File: src/hdl/fbc_pkg.sv
package fbc_pkg;

    localparam int HALF_W  = 16;
    localparam int BLOCK_W = 2 * HALF_W;
    localparam int KEY_W   = 4 * HALF_W;
    localparam int RCNT_W  = 6;
    localparam int CIDX_W  = 8;

    // The key window holds the last eight round keys.
    localparam int WIN_DEPTH = 8;

    localparam int ROT_A = 3;
    localparam int ROT_B = 9;
    localparam int ROT_C = 14;

    localparam logic [CIDX_W-1:0] CFG_CIPHER_KEY  = CIDX_W'(0);
    localparam logic [CIDX_W-1:0] CFG_ROUND_COUNT = CIDX_W'(1);

    localparam logic [RCNT_W-1:0] ROUND_COUNT_RESET = RCNT_W'(16);

    typedef logic [HALF_W-1:0] half_t;

    function automatic half_t rotl(input half_t v, input int s);
        half_t res;
        res = (v << s) | (v >> (HALF_W - s));
        return res;
    endfunction

endpackage

File: src/hdl/fbc_round.sv
// One cipher round: nonlinear mix of the left half under the round key and
// round index, followed by the half swap.
module fbc_round
(
    input  fbc_pkg::half_t round_key,
    input  fbc_pkg::half_t round_num,
    input  fbc_pkg::half_t left_in,
    input  fbc_pkg::half_t right_in,
    output fbc_pkg::half_t left_out,
    output fbc_pkg::half_t right_out
);

    fbc_pkg::half_t t1;
    fbc_pkg::half_t t2;
    fbc_pkg::half_t t3;

    always_comb
    begin
        t1 = (round_key & left_in) ^ right_in ^ round_num;
        t2 = ((t1 << 2) & (t1 << 1)) ^ t1;
        t3 = fbc_pkg::rotl(t2, fbc_pkg::ROT_A)
           ^ fbc_pkg::rotl(t2, fbc_pkg::ROT_B)
           ^ fbc_pkg::rotl(t2, fbc_pkg::ROT_C);
    end

    assign left_out  = right_in ^ (round_key & t3);
    assign right_out = left_in ^ t3;

endmodule

File: src/hdl/feistel_block_cipher_32_core.sv
// 32-bit Feistel block cipher core. Each beat on the input channel carries one
// plaintext block (low half is the left half, high half the right half) and
// produces one ciphertext beat. The block runs one round per clock through a
// single shared round unit, generating each round key on the fly from the
// 64-bit key and an eight-entry window of earlier round keys. With
// n = min(round_count, MAX_ROUNDS), an accepted block runs n rounds in
// ST_RUN, and ST_FINISH then hands the result to the output register once
// it is free; the input is stalled while a block is in flight, and a
// finished result waits in the output register while the output side
// stalls. A round count of zero returns the plaintext unchanged. Registers
// are written through the configuration channel: index 0 is the key, index
// 1 the round count (reset 16); other indexes are ignored. Configuration is
// expected only while idle.
module feistel_block_cipher_32_core
#(
    parameter int MAX_ROUNDS = 32
)
(
    input  logic                         clk,
    input  logic                         rst_n,

    input  logic                         in_valid,
    output logic                         in_stall,
    input  logic [fbc_pkg::BLOCK_W-1:0]  plaintext,

    output logic                         out_valid,
    input  logic                         out_stall,
    output logic [fbc_pkg::BLOCK_W-1:0]  ciphertext,

    input  logic                         cfg_valid,
    output logic                         cfg_ready,
    input  logic [fbc_pkg::CIDX_W-1:0]   cfg_index,
    input  logic [fbc_pkg::KEY_W-1:0]    cfg_data
);

    // Wide enough to hold both MAX_ROUNDS and any round_count value.
    localparam int CNT_W = ($clog2(MAX_ROUNDS + 1) > fbc_pkg::RCNT_W) ?
                           $clog2(MAX_ROUNDS + 1) : fbc_pkg::RCNT_W;

    typedef enum logic [1:0] {
        ST_IDLE,
        ST_RUN,
        ST_FINISH
    } state_t;

    state_t                         state_reg;
    logic [fbc_pkg::KEY_W-1:0]      cipher_key_reg;
    logic [fbc_pkg::RCNT_W-1:0]     round_count_reg;
    logic [CNT_W-1:0]               rounds_reg;
    logic [CNT_W-1:0]               round_reg;
    fbc_pkg::half_t                 left_reg;
    fbc_pkg::half_t                 right_reg;
    fbc_pkg::half_t                 window_reg [fbc_pkg::WIN_DEPTH];
    logic                           out_valid_reg;
    logic [fbc_pkg::BLOCK_W-1:0]    ciphertext_reg;

    logic [CNT_W-1:0]               rounds_next;
    fbc_pkg::half_t                 round_key;
    fbc_pkg::half_t                 round_num;
    fbc_pkg::half_t                 left_next;
    fbc_pkg::half_t                 right_next;
    logic                           in_take;
    logic                           out_free;

    assign cfg_ready  = 1'b1;
    assign in_stall   = (state_reg != ST_IDLE);
    assign in_take    = in_valid && !in_stall;
    assign out_valid  = out_valid_reg;
    assign ciphertext = ciphertext_reg;
    assign out_free   = !out_valid_reg || !out_stall;

    // Saturate the configured count at MAX_ROUNDS.
    always_comb
    begin
        if (CNT_W'(round_count_reg) > CNT_W'(MAX_ROUNDS))
        begin
            rounds_next = CNT_W'(MAX_ROUNDS);
        end
        else
        begin
            rounds_next = CNT_W'(round_count_reg);
        end
    end

    assign round_num = fbc_pkg::HALF_W'(round_reg);

    // Round key generation. window_reg[0] holds the key of the previous round
    // and window_reg[WIN_DEPTH-1] the key from eight rounds back. Both are
    // always written earlier within the same block before they are read.
    always_comb
    begin
        if (round_reg[0])
        begin
            round_key = ~window_reg[0];
        end
        else if ((round_reg >> 3) == '0)
        begin
            round_key = cipher_key_reg[round_reg[2:1] * fbc_pkg::HALF_W +: fbc_pkg::HALF_W];
        end
        else
        begin
            round_key = ~window_reg[fbc_pkg::WIN_DEPTH-1]
                      ^ (fbc_pkg::HALF_W'(round_reg >> 1) - fbc_pkg::HALF_W'(4));
        end
    end

    fbc_round u_round
    (
        .round_key (round_key),
        .round_num (round_num),
        .left_in   (left_reg),
        .right_in  (right_reg),
        .left_out  (left_next),
        .right_out (right_next)
    );

    always_ff @(posedge clk or negedge rst_n)
    begin
        if (!rst_n)
        begin
            state_reg       <= ST_IDLE;
            cipher_key_reg  <= '0;
            round_count_reg <= fbc_pkg::ROUND_COUNT_RESET;
            rounds_reg      <= '0;
            round_reg       <= '0;
            left_reg        <= '0;
            right_reg       <= '0;
            out_valid_reg   <= 1'b0;
            ciphertext_reg  <= '0;
            for (int i = 0; i < fbc_pkg::WIN_DEPTH; i++)
            begin
                window_reg[i] <= '0;
            end
        end
        else
        begin
            if (cfg_valid && cfg_ready)
            begin
                case (cfg_index)
                    fbc_pkg::CFG_CIPHER_KEY:  cipher_key_reg  <= cfg_data;
                    fbc_pkg::CFG_ROUND_COUNT: round_count_reg <= cfg_data[fbc_pkg::RCNT_W-1:0];
                    default: ;
                endcase
            end

            // A finished block loads the output register once it is free;
            // otherwise an accepted beat empties it.
            if ((state_reg == ST_FINISH) && out_free)
            begin
                out_valid_reg <= 1'b1;
            end
            else if (out_valid_reg && !out_stall)
            begin
                out_valid_reg <= 1'b0;
            end

            case (state_reg)
                ST_IDLE:
                begin
                    if (in_take)
                    begin
                        left_reg   <= plaintext[fbc_pkg::HALF_W-1:0];
                        right_reg  <= plaintext[fbc_pkg::BLOCK_W-1:fbc_pkg::HALF_W];
                        rounds_reg <= rounds_next;
                        round_reg  <= '0;
                        state_reg  <= ST_RUN;
                    end
                end
                ST_RUN:
                begin
                    if (round_reg == rounds_reg)
                    begin
                        state_reg <= ST_FINISH;
                    end
                    else
                    begin
                        left_reg      <= left_next;
                        right_reg     <= right_next;
                        round_reg     <= round_reg + CNT_W'(1);
                        window_reg[0] <= round_key;
                        for (int i = 1; i < fbc_pkg::WIN_DEPTH; i++)
                        begin
                            window_reg[i] <= window_reg[i-1];
                        end
                        if (round_reg + CNT_W'(1) == rounds_reg)
                        begin
                            state_reg <= ST_FINISH;
                        end
                    end
                end
                ST_FINISH:
                begin
                    // Hand the block to the output register once it is free.
                    if (out_free)
                    begin
                        ciphertext_reg <= {right_reg, left_reg};
                        state_reg      <= ST_IDLE;
                    end
                end
                default:
                begin
                    state_reg <= ST_IDLE;
                end
            endcase
        end
    end

endmodule
File: config.mk
export PLATFORM = sky130hd
export DESIGN_NAME = feistel_block_cipher_32_core
export DESIGN_NICKNAME = d
export VERILOG_FILES = /design/src/hdl/fbc_pkg.sv /design/src/hdl/fbc_round.sv /design/src/hdl/feistel_block_cipher_32_core.sv
export SDC_FILE = /design/constraint.sdc
export NUM_CORES = 1
export LEC_CHECK = 0
export BUFFER_PORTS_ARGS = -buffer_cell sky130_fd_sc_hd__buf_2
export CAP_MARGIN = 20
export CORE_ASPECT_RATIO = 0.7
export CORE_UTILIZATION = 35
export DETAILED_ROUTE_END_ITERATION = 6
export PLACE_DENSITY = 0.51
export REMOVE_ABC_BUFFERS = 1
export SLEW_MARGIN = 20
export SYNTH_ARGS = -nofsm -noshare
export SYNTH_HDL_FRONTEND = slang
export SYNTH_SLANG_ARGS = --single-unit
File: constraint.sdc
create_clock -name clk -period 9.9 [get_ports clk]
set_input_delay 2.475 -clock clk [delete_from_list [all_inputs] [get_ports clk]]
set_output_delay 2.475 -clock clk [all_outputs]
set_load 0.02 [all_outputs]
==> results of run 1 <==
[cell families (layout without fill, tap and decap cells)]
kind of cell / after synthesis / count (layout)
AND/OR/NAND/NOR: 586 / 586
flip-flops: 277 / 277
AO/OA/AOI/OAI: 205 / 205
multiplexers: 118 / 118
buffers and inverters: 111 / 241
XOR/XNOR: 83 / 83
adder cells (fa/ha/maj): 4 / 4
other: 1 / 2
[worst register-to-register path, stage by stage, from the launching register on]
cell,delay [ns]
dfrtp_1,0.36
buf_4,0.21
inv_1,0.15
ha_1,0.51
buf_4,0.31
nor2b_1,0.75
o32ai_1,0.20
nor4bb_1,0.56
nor2_2,0.13
nand3_2,0.10
xnor2_1,0.19
xor3_1,0.46
or3_1,0.33
a31o_1,0.22
o21ai_2,0.10
[area by class of cell]
type | instances | area, um^2
clock inverter | 15 | 168
multi-input combinational | 997 | 6330
antenna | 1 | 2.50
fill | 3766 | 22600
sequential | 277 | 6930
timing repair buffer | 161 | 876
inverter | 26 | 97.6
tap | 527 | 659
clock buffer | 39 | 803
[per-layer routing]
layer  vias to the layer above  share of wire
li1                       4914              -
met1                      5042           0.51
met2                       243           0.42
met3                        46          0.056
met4                         4          0.020
met5                         -        0.00064
[synth_stat cells, types with 6 or more instances]
cell      count
nand2_1     412
dfrtp_1     276
mux2_2       94
o21ai_0      71
clkbuf_1     57
nor2_1       49
xnor2_1      43
a21oi_1      42
inv_1        26
xor2_1       26
nand2b_1     21
nand3_1      21
buf_2        15
nor3_1       15
nor2b_1      14
mux2i_1      11
mux4_2       11
o22ai_1      10
xnor3_1      10
nand4_1       8
o211ai_1      8
or3_1         7
a22oi_1       6
or4_1         6
[power by group]
part | switching [mW] | internal, mW
Sequential | 0.279 | 1.48
Clock | 0.480 | 0.650
Combinational | 1.54 | 1.23
[final timing paths]
| check | slack [ns] | start | end |
|---|---|---|---|
| setup / recovery | 5.27 | round_reg[4] | left_reg[12] |
| hold / removal | 0.46 | window_reg[105] | window_reg[89] |
| setup reg to reg | 5.27 | round_reg[4] | left_reg[12] |
| hold reg to reg | 0.46 | window_reg[105] | window_reg[89] |
| max in group asynchronous | 6.51 | rst_n | cipher_key_reg[31] |
| min in group asynchronous | 1.95 | rst_n | window_reg[36] |
[metrics by stage]
stage | instances | total power [mW] | hold WS [ns] | area [um^2]
final | 2043 | 5.66 | 0.461 | 15900
after global routing | 2042 | 6.06 | 0.476 | 15900
after CTS | 2042 | 5.72 | 0.465 | 15900
after detailed placement | 1988 | 4.55 | 0.449 | 14900
after global placement | 1988 | 4.51 | 0.446 | 14900
after floorplan | 1300 | 3.82 | 0.439 | 13300
==> results.md, run 1 <==
* CP arrival at 5.14 ns
* Total die area at 40000 um^2
* FP Rows at 60
* IO Count at 144
* Initial Utilization at 0.356
* Final Cycle Share at 0.468
* Synth cell types at 86
* First-pass GRT wire length at roughly 58000 um
* Core area at 38500 um^2
* Layout cell share with drive strength beyond 1 at 0.230
* DRT antenna net count at 0
* Vias in the first global route at about 10k
* Synthesized area at 13700 um^2
* Flops & latches, synth at roughly 280
* Final Max Slew Viols at 0
* Worst EP required at about 10 ns
* Simple-gate share of the synthesized area at 0.185
* Top cell type's share of synthesized area at 0.504
* Post-synthesis xor/xnor area fraction at 0.0658
* DP Wirelength at approximately 25000 um
* Max reg flops at roughly 130
* Initial antenna violation count at 2
* Kind of critical path: reg -> reg
* Port-buffer cells at about 140
* Synth area leaders: dfrtp_1 (50%), nand2_1 (11%), mux2_2 (7.7%)
* Most frequent CP cell: buf_4
* Worst-path clk slew at 0.06 ns
* Root buffer cell: clkbuf_16
* Critical path's largest stage delay at 0.74 ns
* Total CTS buffers at 29
* Final worst path period need at 4.63 ns
* Clock latency on the worst-skew pair at ~0.58 ns
* Num Clock Sinks at between 200 and 300
* Drc violations at 0
* Gr ovfl total at 0
* Fin worst setup slack at ~5.3 ns
* Sequential area share after synthesis at 0.506
* Final Net Count at 1605
* Pin count of the biggest net entering global routing at 173
* Vias per cell at 5.02
* Ys flop type: dfrtp_1
* Hold Path Class: reg -> reg
* VDD IR max at 0.276 mV
* Vias at approximately 10k
* Pre-CTS setup slack at 5.28 ns
* Layout Skew at 0.0136 ns
* Chip Height at 168 um
* Final Hold Viols at 0
* RSZ-0062 raised after global routing: false
* Critical path buffers and inverters at 3
* Layout overhead on the synthesized area at 15.7%
* Final setup viols at 0
* Grt peak-use layer: met1
* Grt met3 use at 0.0363
* Routed WL at 36100 um
* First-pass DRT Iterations at 5
* Hold Buf Count CTS at 0
* Yosys top cell by area: dfrtp_1
* Adder-Cell Fraction of Synth Area at 0.00365
* Peak fanout along the critical path at 19
* Slowest CP cell: nor2b_1
* Register-to-Register Path Depth at 14
* Post-synth ARST share at 1.00
* Drt wl/cell at between 15 and 20 um
* CP endpoint kind: flip-flop
* Max clock buf depth at 3
* Gp weighted congestion at 0.813
* PD cells at 356 nW/um^2
* Actual slew at the worst max-slew pin at 1.06 ns
* Setup TNS at 0 ns
* Setup bufs post-CTS at 0
* Most frequent cells in the layout: nand2_1 (412), dfrtp_1 (275), buf_2 (141), mux2_2 (94), o21ai_0 (71)
* TritonCTS clock tree: done
* P_leak at 7.68 nW
* Post-synth EDFFs at 0
* Crit path max-delay family: simple AND/OR/NAND/NOR gates
* F_max at 216 MHz
* Synth Warn # at 0
* Outcome: finished clean
* Compound-gate portion of the synthesized area at 0.0975
* Initial DRC count at between 700 and 800
* Hold Path Stages at 2
* H-Tree Depth at 1
* Rel. slew slack at 0.292
* GRT Resource Usage Total at 0.184
* Fin util at 0.412
* Avg Cell Area, Syn at slightly below 10 um^2
* Synth Instances at 1385
* Multiplexer area fraction after synthesis at 0.107
* Leading cell type in the layout, fill and taps excluded: nand2_1
* Critical path depth at 14
* Largest family of logic cells by synthesized area: simple AND/OR/NAND/NOR gates
* Die W at 239 um
* CP cell instances: buf_4 > inv_1 > ha_1 > buf_4 > nor2b_1 > o32ai_1 > nor4bb_1 > nor2_2 > nand3_2 > xnor2_1 > xor3_1 > or3_1 > a31o_1 > o21ai_2
* Total of max-cap violations at 0
* CP startpoint kind: flip-flop
* Met2 Use GR at 0.265
* GR Layer Usage met1 at 0.282
* Post-cts sizing count at 0
Note: power is estimated with default switching activity, not from simulation.
==> run 2: changes to the inputs <==
--- a/config.mk
+++ b/config.mk
@@ -5,6 +5,7 @@
 export SDC_FILE = /design/constraint.sdc
 export NUM_CORES = 1
 export LEC_CHECK = 0
+export ABC_AREA = 1
 export BUFFER_PORTS_ARGS = -buffer_cell sky130_fd_sc_hd__buf_2
 export CAP_MARGIN = 20
 export CORE_ASPECT_RATIO = 0.7
==> constraint.sdc (replaced) <==
create_clock -name clk -period 4.3 [get_ports clk]
set_input_delay 1.075 -clock clk [delete_from_list [all_inputs] [get_ports clk]]
set_output_delay 1.075 -clock clk [all_outputs]
set_load 0.02 [all_outputs]
==> results.md, run 2 <==
* Outcome: finished clean
* H-Tree Depth at 1
* CP endpoint kind: flip-flop
* Yosys top cell by area: dfrtp_1
* Synth Instances at 1747
* Root buffer cell: clkbuf_16
* Rel. slew slack at 0.351
* Most frequent CP cell: nand2_1
* Vias per cell at 4.78
* Gr ovfl total at 0
* Post-synthesis xor/xnor area fraction at 0.0114
* TritonCTS clock tree: done
* Final Net Count at 1975
* Adder-Cell Fraction of Synth Area at 0.00362
* Slowest CP cell: dfrtp_1
* DRT antenna net count at 0
* Worst-path clk slew at 0.07 ns
* DP Wirelength at 26400 um
* Vias at 11.5k
* Synthesized area at 13800 um^2
* VDD IR max at 0.448 mV
* Vias in the first global route at ~11k
* Fin util at 0.416
* Synth Warn # at 0
* Final Hold Viols at 0
* Initial Utilization at 0.358
* Kind of critical path: reg -> reg
* Drt wl/cell at 15.5 um
* Post-cts sizing count at 0
* Avg Cell Area, Syn at 7.92 um^2
* Die W at 240 um
* Pin count of the biggest net entering global routing at 114
* DP Area at 15000 um^2
* Multiplexer area fraction after synthesis at 0.0472
* Final Cycle Share at 0.766
* FP Rows at 60
* Hold Path Class: reg -> reg
* Flops & latches, synth at 277
* Ys flop type: dfrtp_1
* Fin area at about 16000 um^2
* Chip Height at 168 um
* Drc violations at 0
* P_leak at between 8 and 9 nW
* CP startpoint kind: flip-flop
* Actual slew at the worst max-slew pin at between 0.9 and 1 ns
* PD cells at 870 nW/um^2
* Port-buffer cells at approximately 140
* Most frequent cells in the layout: nand2_1 (588), dfrtp_1 (276), nand3_1 (185), o21ai_0 (181), inv_1 (167)
* Final setup viols at 0
* Max clock buf depth at 3
* Layout fillers at ~4.0k
* Initial DRC count at 1053
* Compound-gate portion of the synthesized area at 0.0788
* First-pass DRT Iterations at 5
* Max reg flops at 128
* Post-synth EDFFs at 0
* Top cell type's share of synthesized area at 0.499
* Num Clock Sinks at 277
* Final hold slack at 0.474 ns
* Synth cell types at 35
* Layout cell share with drive strength beyond 1 at 0.178
* Gp weighted congestion at 0.848
* Total CTS buffers at 29
* Leading cell type in the layout, fill and taps excluded: nand2_1
* Hold Buf Count CTS at 0
* Simple-gate share of the synthesized area at 0.281
* Synth area leaders: dfrtp_1 (50%), nand2_1 (16%), nand3_1 (6.7%)
* F_max at 304 MHz
* Total die area at 40300 um^2
* Total design power at 14.0 mW
* Routed WL at 37400 um
* Final worst path period need at 3.29 ns
* Peak fanout along the critical path at 17
* Synth top cells by count: nand2_1 (590), dfrtp_1 (276), nand3_1 (186)
* Critical path's largest stage delay at 0.47 ns
* Layout overhead on the synthesized area at 16.2%
* RSZ-0062 raised after global routing: false
* Initial antenna violation count at 3
* CP cell instances: inv_2 > ha_1 > nand2_4 > inv_4 > nand3_1 > nand3_1 > nand3_1 > nand2_1 > nand2_1 > inv_2 > nand2_1 > nand2_1 > nand2_2 > inv_2 > nand2_1 > nand2_1 > nand2_1 > nand2_1 > nand3_1 > nand2_1 > nand2_1
* Final Max Slew Viols at 0
* Worst EP required at around 4.8 ns
* First-pass GRT wire length at 60700 um
* CP arrival at roughly 3.8 ns
* Total of max-cap violations at 0
* GRT Resource Usage Total at 0.189
* Layout Skew at between 0.02 and 0.025 ns
* Core area at between 30000 and 40000 um^2
* Top-count cell post-synth: nand2_1
* Post-synth ARST share at 1.00
* Clock latency on the worst-skew pair at 0.58 ns
* Setup bufs post-CTS at 0
* Sequential area share after synthesis at 0.501
* IO Count at 144
* Largest family of logic cells by synthesized area: simple AND/OR/NAND/NOR gates
run 2: cell count changes in the layout (fill, tap and decap cells not counted), sizes merged, moves of 11 or more:
cell    change
o21ai     +121
mux2       -36
nor3       -15
inv       +158
nor2b      -14
xnor2      -44
nand3     +173
nand2     +213
nand2b     -21
mux4       -13
a21oi      -35
nor2       +25
mux2i      -11
run 2: per-layer routing:
metal / global-route usage / share of wire
met1: 0.299 / 0.52
met2: 0.271 / 0.41
met3: 0.0316 / 0.051
met4: 0.0295 / 0.014
met5: 0 / 0.00091
run 2: final timing paths:
check / from / endpoint / slack (ns) / cells past startpoint
max: round_reg[3] / left_reg[0] / 1.01 / 21
min: window_reg[42] / window_reg[26] / 0.47 / 2
max reg2reg: round_reg[3] / left_reg[0] / 1.01 / 21
min reg2reg: window_reg[42] / window_reg[26] / 0.47 / 2
max in group asynchronous: rst_n / round_count_reg[4] / 2.81 / 2
min in group asynchronous: rst_n / window_reg[29] / 0.58 / 1
run 2: power by group:
part / switching [mW] / internal [mW]
clock: 1.10 / 1.58
sequential: 0.543 / 3.43
combinational: 5.22 / 2.10
run 2: logic make-up after synthesis:
| kind of cell | after synthesis |
|---|---|
| xor gates and xnor gates | 18 |
| AOI/OAI and AO/OA | 214 |
| adders and majority gates | 4 |
| DFF | 277 |
| and+or+nand+nor | 916 |
| buffers and inverters | 259 |
| muxes | 58 |
| other | 1 |
run 2: final cells by class:
type / count / area, um^2 / area share
clock buffer: 42 / 865 / 0.0538
antenna: 1 / 2.50 / 0.000156
sequential: 277 / 6930 / 0.432
tap: 527 / 659 / 0.0410
clock inverter: 12 / 154 / 0.00958
inverter: 184 / 696 / 0.0433
timing repair buffer: 159 / 886 / 0.0551
multi-input combinational: 1211 / 5870 / 0.365
run 2: metrics by stage:
stage,instances,TNS [ns],worst slack [ns]
2_1_floorplan,1672,-394.81,-4.13
3_3_place_gp,2358,0,1.13
3_5_place_dp,2358,0,1.05
4_1_cts,2412,0,1.03
5_1_grt,2412,0,0.740
6_report,2413,0,1.01
run 2: worst max-delay path, delay by kind of cell (launching register included):
kind,cells,cell delay [ns]
adders and majority gates,1,0.27
buffers and inverters,4,0.72
DFF,1,0.47
and+or+nand+nor,16,1.70
